## config.mk

```make
export PLATFORM = sky130hd
export DESIGN_NAME = lzssd_token
export DESIGN_NICKNAME = d
export VERILOG_FILES = /design/src/hdl/lzssd_pkg.sv /design/src/hdl/lzssd_token.sv
export SDC_FILE = /design/constraint.sdc
export NUM_CORES = 1
export LEC_CHECK = 0
export BUFFER_PORTS_ARGS = -buffer_cell sky130_fd_sc_hd__clkbuf_2
export CORE_ASPECT_RATIO = 0.5
export CORE_MARGIN = 1.5
export CORE_UTILIZATION = 50
export CTS_CLUSTER_DIAMETER = 80
export DETAILED_ROUTE_END_ITERATION = 7
export PLACE_DENSITY = 0.81
export SLEW_MARGIN = 20
export SYNTH_ARGS = -nofsm -noshare
export SYNTH_HDL_FRONTEND = slang
export SYNTH_SLANG_ARGS = --single-unit
```

## constraint.sdc

```tcl
create_clock -name aclk -period 2.4 [get_ports aclk]
set_input_delay 0.6 -clock aclk [delete_from_list [all_inputs] [get_ports aclk]]
set_output_delay 0.6 -clock aclk [all_outputs]
set_load 0.02 [all_outputs]
```

## src/hdl/lzssd_pkg.sv

```systemverilog
`default_nettype none
// ----------------------------------------------------------------------------
// lzssd_pkg
// Shared types and constants of the LZSS decoder with an 8 KiB window.
// ----------------------------------------------------------------------------
package lzssd_pkg;

    localparam int WINDOW_DEPTH_DEF = 8192;

    localparam int OFS_W   = 13;                 // absolute offset field
    localparam int LEN_W   = 4;                  // length field
    localparam int TOK_W   = 1 + OFS_W + LEN_W;  // longest token
    localparam int CNT_W   = 5;                  // token bit count
    localparam int LIMIT_W = 30;
    localparam int RUN_W   = LEN_W + 1;          // copy length after bias

    localparam int LIT_BITS   = 9;               // flag + 8 data bits
    localparam int END_BITS   = 1 + OFS_W;       // flag + offset
    localparam int MATCH_BITS = TOK_W;

    localparam int LEN_BIAS   = 3;
    localparam int GUARD_BITS = 64;              // zero bits fed after a final byte
    localparam int GUARD_W    = 7;

    localparam logic [LIMIT_W-1:0] OUT_LIMIT_RST = LIMIT_W'(32'h2000_0000);

    typedef enum logic [4:0] {
        ST_IDLE  = 5'b00001,
        ST_BIT   = 5'b00010,
        ST_RD    = 5'b00100,
        ST_CPY   = 5'b01000,
        ST_FLUSH = 5'b10000
    } state_t;

    typedef struct packed {
        logic             literal;
        logic             end_mark;
        logic             match;
        logic [7:0]       lit_val;
        logic [OFS_W-1:0] ofs;
        logic [RUN_W-1:0] len;
    } tok_evt_t;

endpackage
`default_nettype wire

```

## src/hdl/lzssd_token.sv

```systemverilog
`default_nettype none
// ----------------------------------------------------------------------------
// lzssd_token
// Token assembler: takes one stream bit per push and flags complete tokens.
// ----------------------------------------------------------------------------
module lzssd_token
    import lzssd_pkg::*;
(
    input  wire logic     aclk,
    input  wire logic     aresetn,
    input  wire logic     clear,
    input  wire logic     push,
    input  wire logic     bit_in,
    output tok_evt_t      evt
);

    logic [TOK_W-1:0] bits_reg;
    logic [CNT_W-1:0] cnt_reg;
    logic             flag_reg;

    logic [TOK_W-1:0] shifted;
    logic [CNT_W-1:0] cnt_inc;
    logic             flag_now;

    // Flags tell what the offered bit would complete; they count only on push
    always_comb begin
        shifted  = {bits_reg[TOK_W-2:0], bit_in};
        cnt_inc  = cnt_reg + CNT_W'(1);
        flag_now = (cnt_reg == '0) ? bit_in : flag_reg;

        evt.literal  = flag_now && (cnt_inc == CNT_W'(LIT_BITS));
        evt.end_mark = !flag_now && (cnt_inc == CNT_W'(END_BITS))
                       && (shifted[OFS_W-1:0] == '0);
        evt.match    = !flag_now && (cnt_inc == CNT_W'(MATCH_BITS));
        evt.lit_val  = shifted[7:0];
        evt.ofs      = shifted[LEN_W +: OFS_W];
        evt.len      = {1'b0, shifted[LEN_W-1:0]} + RUN_W'(LEN_BIAS);
    end

    always_ff @(posedge aclk) begin
        if (!aresetn || clear) begin
            bits_reg <= '0;
            cnt_reg  <= '0;
            flag_reg <= 1'b0;
        end else if (push) begin
            if (evt.literal || evt.match) begin
                bits_reg <= '0;
                cnt_reg  <= '0;
                flag_reg <= 1'b0;
            end else begin
                bits_reg <= shifted;
                cnt_reg  <= cnt_inc;
                flag_reg <= flag_now;
            end
        end
    end

endmodule
`default_nettype wire

```

# Word-level counts from Yosys, hierarchy flattened
# Cells that the tools add are included.
dict set report totals {
  ff_bits 22
  out_inout_bits 29
  word_cells 22
}
dict set report op_classes {
  add_sub_neg 2
  eq_ne 3
  muxes 4
  n_reduce_logical 10
}
# op n
set ops {}
lappend ops {{$mux W16} 1}
lappend ops {{$logic_not A13 Y1} 1}
lappend ops {{$eq A5 B4 Y1 const B} 2}
lappend ops {{$add A4 B2 Y5 const B} 1}
lappend ops {{$add A5 B1 Y5 const B} 1}
lappend ops {{$eq A5 B5 Y1 const B} 1}
lappend ops {{$logic_not A5 Y1} 1}
lappend ops {{$mux W5} 1}
lappend ops {{$logic_and A1 B1 Y1} 4}
lappend ops {{$logic_not A1 Y1} 2}
lappend ops {{$logic_or A1 B1 Y1} 2}
lappend ops {{$mux W1} 2}

# Logic depth before layout (Yosys ltp)
# Gate-level depths: netlist of run 1.
dict set report logic_depth {
  word_depth 6
  mapped_depth 9
}

# Worst setup path before layout of run 1
# No wires, ideal clock.
dict set report synth_timing {
  kind {reg-to-output}
  from {register cnt_reg[0]}
  to {output evt[27] (netlist name)}
  t_arrival_ns 2.046
  required_ns 1.800
  path_slack_ns -0.246
  stages_incl_launch_ff 9
  n_path_buf 2
  cell_sequence {dfxtp_1 > inv_1 > ha_1 > nor4b_4 > mux2_4 > or2_1 > buf_6 > buf_8 > nor3_1}
}
# item line
set synth_rtl {}
lappend synth_rtl {{start: declaration} lzssd_token.sv:18} ;# logic [CNT_W-1:0] cnt_reg;
lappend synth_rtl {{start signal: assignment} lzssd_token.sv:52} ;# cnt_reg <= cnt_inc;
lappend synth_rtl {{end: declaration} lzssd_token.sv:14} ;# output tok_evt_t evt

==> impl_metrics.tcl, run 1 <==
set metrics [dict create \
    drv_cap 0 \
    dp_slack_ps 19.75 \
    synthTopCellsByCount "nand2b_1, dfxtp_1, a21oi_1, o2111ai_1, inv_1" \
    grt_max_degree 36 \
    hold_violations 0 \
    power.leakage_nw 0.6773 \
    critPathCaptureType "output pin" \
    ys_seq_elements 22 \
    antenna_found_initial 0 \
    period_share_pct 104.0 \
    die_y_microns 40.59 \
    period_needed_ps 2497 \
    synth_area_sq_um 1413 \
    cp.required_ps 1800 \
    yosysSeqAreaShare_pct 31.18 \
    synth_area_leaders "dfxtp_1, o2111ai_1, nand2b_1" \
    tightest_slew_ps 862.8 \
    cts_tree "done" \
    irDropWorstVdd_v 0.0002351 \
    finalPower_w 0.0007991 \
    hp-class "register to register" \
    grt_pass1_wl_microns 5016 \
    io_buffers 33 \
    drc 0 \
    clkLatencyLatePin_ps 270 \
    layout_setup_ws_ps -96.83 \
    vias 1299 \
    slew_headroom_pct 42.48 \
    synth_fp_nets 170 \
    post-route-util_pct 66.24 \
    yosysUniqueCellTypes 33 \
    power_density_nw_per_um2 457.8 \
    yosys.area.top_type "dfxtp_1" \
    avgRoutedWirePerCell_microns 14.67 \
    start_util_pct 53.61 \
    dr.first_iter.drc_count 116 \
    synth_most_common_cell "nand2b_1" \
    ant_nets 0 \
    yosysWarningCount 0 \
    cts-root-buf "clkbuf_8" \
    start_kind "register" \
    nFillCells 215 \
    yosys.area.top_type_share_pct 31.18 \
    synth_edf_count 0 \
    nets 204 \
    drv_slew 0 \
    numCtsBuffers 3 \
    vias_per_cell 5.672 \
    worst_hold_slack_ps 478.4 \
    rows 13 \
    die_area_sq_um 3173 \
    drt-total-wl_microns 3360 \
    synthCells 159 \
    fin_setup_tns_ps -146.9 \
    multiInputGateArea_sq_um 840.8 \
    violations "negative setup slack" \
    crit_type "register to output pin" \
    core_sq_um 2635 \
    grt_pass1_vias 1068 \
    setup_viol 3 \
    synthToLayoutAreaGrowth_pct 23.56 \
    place_congestion 0.8310 \
    synth_ff_type "dfxtp_1" \
    cp_max_fo 3 \
    outcome "finished with violations" \
    dieWidth_microns 78.17 \
    fin_worst_skew_ps 5.856 \
    largest_reg_flops 16 \
    n_antenna_cell 0 \
    hpwl_microns 2206 \
    cts_max_path_buffers 2 \
    io_pins 34 \
    cts.sinks 22 \
    fmax_mhz 400.5 \
    seq_area_sq_um 442.9 \
    grt-ovfl-total 0 \
    worstPathArrival_ps 1900 \
    drtPass1Iterations 4 \
    drive_gt1_share_pct 35.42 \
    rsz0062_at_grt "yes" \
    hold_buffers 0 \
    clkTransAtPathRegs_ps 90 \
    h-tree-depth 1 \
    synthArstFlopShare_pct 0 \
    synth_area_per_cell_sq_um 8.884 \
    track_usage_pct 21.71 \
]
kinds of logic after synthesis:
kind of cell | after synthesis | share of synthesized area (%)
and+or+nand+nor | 48 | 21.61
xor gates and xnor gates | 4 | 2.481
DFF | 22 | 31.18
buffers and inverters | 28 | 12.58
muxes | 1 | 1.063
adders and majority gates | 6 | 5.314
AOI/OAI and AO/OA | 50 | 25.78
where the power goes:
part	switching [W]	internal (W)	total (W)
Sequential	0.00000195	0.000367	0.000369
Clock	0.000129	0.000223	0.000352
Combinational	0.0000451	0.0000333	0.0000783
Total	0.000176	0.000623	0.000799
cell usage in the layout, fill, tap and decap left out, drive strengths merged, types with 3 or more instances in the layout:
cell / synthesis / final
nor2: 4 / 4
ha: 6 / 6
nor3: 3 / 3
inv: 7 / 7
o211ai: 3 / 3
nand2: 5 / 5
dfxtp: 22 / 22
buf: 15 / 19
clkbuf: 6 / 34
a21oi: 21 / 21
nand2b: 24 / 24
o2111ai: 20 / 20
xnor2: 3 / 3
critical path, cell delays in order, from the launching register on:
cell and delay (ps):
dfxtp_2 330, inv_2 70, ha_4 130, nor4b_4 220
mux2_4 340, or2_4 260, nor3_4 110, clkbuf_8 160
per-layer routing:
layer	wire, microns	part of all wire (%)	up-vias	GRT usage, %
met3	115	3.4	4	5.455
met5	0	0	-	0
met4	38	1.1	0	10.71
met2	1612	48	33	36.30
li1	-	-	640	-
met1	1593	47	622	27.35
cell type report:
cell class | instances | area share [%]
Clock buffer | 3 | 2.366
Clock inverter | 1 | 1.720
Inverter | 7 | 1.505
Multi-Input combinational cell | 109 | 48.17
Sequential cell | 22 | 25.38
Tap cell | 37 | 2.652
Timing Repair Buffer | 50 | 18.21
through the flow:
stage / instances / cell area [sq um]
final: 229 / 1745
after global routing: 229 / 1745
after CTS: 229 / 1738
after floorplan: 159 / 1431
after global placement: 222 / 1597
after detailed placement: 222 / 1597
final timing paths:
path,cells after the start,slack (ps),startpoint,end
setup / recovery,7,-100,cnt_reg[0]$_SDFFE_PP0P_,evt[27]
hold / removal,2,480,bits_reg[15]$_SDFFE_PP0P_,bits_reg[15]$_SDFFE_PP0P_
setup reg to reg,8,340,cnt_reg[0]$_SDFFE_PP0P_,bits_reg[3]$_SDFFE_PP0P_
hold reg to reg,2,480,bits_reg[15]$_SDFFE_PP0P_,bits_reg[15]$_SDFFE_PP0P_
timing repair:
action / in CTS / in global routing
setup endpoints to repair: 3 / 3
cloned: 0 / 0
pin swaps: 1 / 0
gates resized for setup: 13 / 4
buffers inserted: 3 / 0
No activity file was read; power rests on OpenSTA's default activity.
==> inputs of run 2 (changes only) <==
--- a/config.mk
+++ b/config.mk
@@ -12,6 +12,7 @@
 export CTS_CLUSTER_DIAMETER = 80
 export DETAILED_ROUTE_END_ITERATION = 7
 export PLACE_DENSITY = 0.81
+export REMOVE_ABC_BUFFERS = 1
 export SLEW_MARGIN = 20
 export SYNTH_ARGS = -nofsm -noshare
 export SYNTH_HDL_FRONTEND = slang
==> run 2 against run 1 <==
  * The flow still finishes with violations (negative setup slack)
  * Global-route usage up 0.80 points
  * Register-to-register slack better by 40 ps
  * Combinational power down 3.2%
  * Non-clock buffer count shrank 3
  * Final area decreased by 1.1%
  * Critical endpoint unchanged
==> impl_metrics.tcl, run 2 (synthesis results as in run 1) <==
set metrics [dict create \
    most-common-layout-cells "clkbuf_2, nand2b_1, a21oi_1, o2111ai_1, dfxtp_1" \
    nFillCells 218 \
    irDropWorstVdd_v 0.0002696 \
    die_y_microns 40.59 \
    setup_viol 2 \
    largest_reg_flops 16 \
    drt-total-wl_microns 3448 \
    cp_slowest_cell "dfxtp_2" \
    place_congestion 0.8464 \
    drv_cap 0 \
    fin_worst_skew_ps 4.603 \
    n_antenna_cell 0 \
    track_usage_pct 22.51 \
    cp.required_ps 1800 \
    hold_violations 0 \
    clkLatencyLatePin_ps 270 \
    cts_max_path_buffers 2 \
    outcome "finished with violations" \
    cts.sinks 22 \
    layout_setup_ws_ps -51.62 \
    start_kind "register" \
    vias 1292 \
    grt-ovfl-total 0 \
    start_util_pct 53.61 \
    cp_cell_sequence "inv_2, ha_4, nor4b_4, mux2_4, or2_4, nor3_4, buf_6" \
    worst_hold_slack_ps 486.1 \
    cp_max_fo 4 \
    cp_slowest_stage_delay_ps 340 \
    power.leakage_nw 0.6660 \
    hold_path_depth 2 \
    antenna_found_initial 0 \
    power_density_nw_per_um2 467.0 \
    post-route-util_pct 65.53 \
    path_depth 7 \
    violations "negative setup slack" \
    drtPass1Iterations 4 \
    drive_gt1_share_pct 35.98 \
    tightest_slew_ps 831.8 \
    die_area_sq_um 3173 \
    drc 0 \
    drv_slew 0 \
    h-tree-depth 1 \
    cts-root-buf "clkbuf_8" \
    numCtsBuffers 3 \
    grt_pass1_wl_microns 5278 \
    cp.buffers_inverters 2 \
    r2r_cells 9 \
    finalPower_w 0.0008063 \
    period_needed_ps 2452 \
    period_share_pct 102.2 \
    avgRoutedWirePerCell_microns 15.26 \
    clkTransAtPathRegs_ps 90 \
    rows 13 \
    dieWidth_microns 78.17 \
    hold_buffers 0 \
    ant_nets 0 \
    rsz0062_at_grt "yes" \
    critPathCaptureType "output pin" \
    crit_type "register to output pin" \
    fmax_mhz 407.9 \
    final_common_cell "clkbuf_2" \
    core_sq_um 2635 \
    io_buffers 33 \
    cts_tree "done" \
    io_pins 34 \
    slew_headroom_pct 44.55 \
    dr.first_iter.drc_count 84 \
    hp-class "register to register" \
    grt_pass1_vias 1124 \
    cp_top_family "simple AND/OR/NAND/NOR gates" \
    hpwl_microns 2196 \
    synthToLayoutAreaGrowth_pct 22.23 \
    vias_per_cell 5.717 \
    grt_max_degree 36 \
    worstPathArrival_ps 1850 \
    fin_setup_tns_ps -90.78 \
    nets 201 \
]
-- run 2: routing by layer --
metal	track usage, %	vias to the layer above	wire (microns)
li1	-	640	-
met3	5.909	6	173
met5	0	-	0
met1	29.08	598	1596
met2	36.96	48	1637
met4	9.375	0	40
-- run 2: report_power, final --
| group | switching, W | internal [W] |
|---|---|---|
| combinational | 0.0000441 | 0.0000318 |
| clock | 0.000138 | 0.000223 |
| sequential | 0.00000214 | 0.000367 |
| total | 0.000184 | 0.000622 |
-- run 2: repair_timing --
item | CTS | global route
endpoints found under the setup margin | 3 | 3
pin swaps | 1 | 2
setup buffers | 3 | 0
resized for setup | 14 | 9
-- run 2: final timing paths --
| check | from | endpoint | slack (ps) |
|---|---|---|---|
| max reg2reg | cnt_reg[0]$_SDFFE_PP0P_ | bits_reg[9]$_SDFFE_PP0P_ | 380 |
| min | bits_reg[15]$_SDFFE_PP0P_ | bits_reg[15]$_SDFFE_PP0P_ | 490 |
| max | cnt_reg[0]$_SDFFE_PP0P_ | evt[27] | -50 |
| min reg2reg | bits_reg[15]$_SDFFE_PP0P_ | bits_reg[15]$_SDFFE_PP0P_ | 490 |
-- run 2: final cells by class --
type / instances / area [sq um] / area share (%)
well taps: 37 / 46.29 / 2.681
inverters: 7 / 26.28 / 1.522
flip-flops and latches: 22 / 442.9 / 25.65
multi-input cells: 109 / 854.6 / 49.49
clock inverters: 1 / 30.03 / 1.739
repair buffers: 47 / 285.3 / 16.52
clock buffers: 3 / 41.29 / 2.391
-- run 2: per-stage QoR --
| step | worst slack, ps | instance area, sq um | cells |
|---|---|---|---|
| 2_1_floorplan | -280.8 | 1261 | 138 |
| 3_3_place_gp | 126.0 | 1555 | 219 |
| 3_5_place_dp | 90.05 | 1555 | 219 |
| 4_1_cts | -58.86 | 1699 | 226 |
| 5_1_grt | -112.6 | 1727 | 226 |
| 6_report | -51.62 | 1727 | 226 |
-- run 2: worst reg2reg max path: stages, from the launching register on --
cell,delay (ps)
dfxtp_2,340
inv_2,70
ha_4,130
nor4b_4,190
mux2_4,330
buf_4,150
o311ai_4,80
buf_4,310
o2111ai_1,170
a21oi_1,180
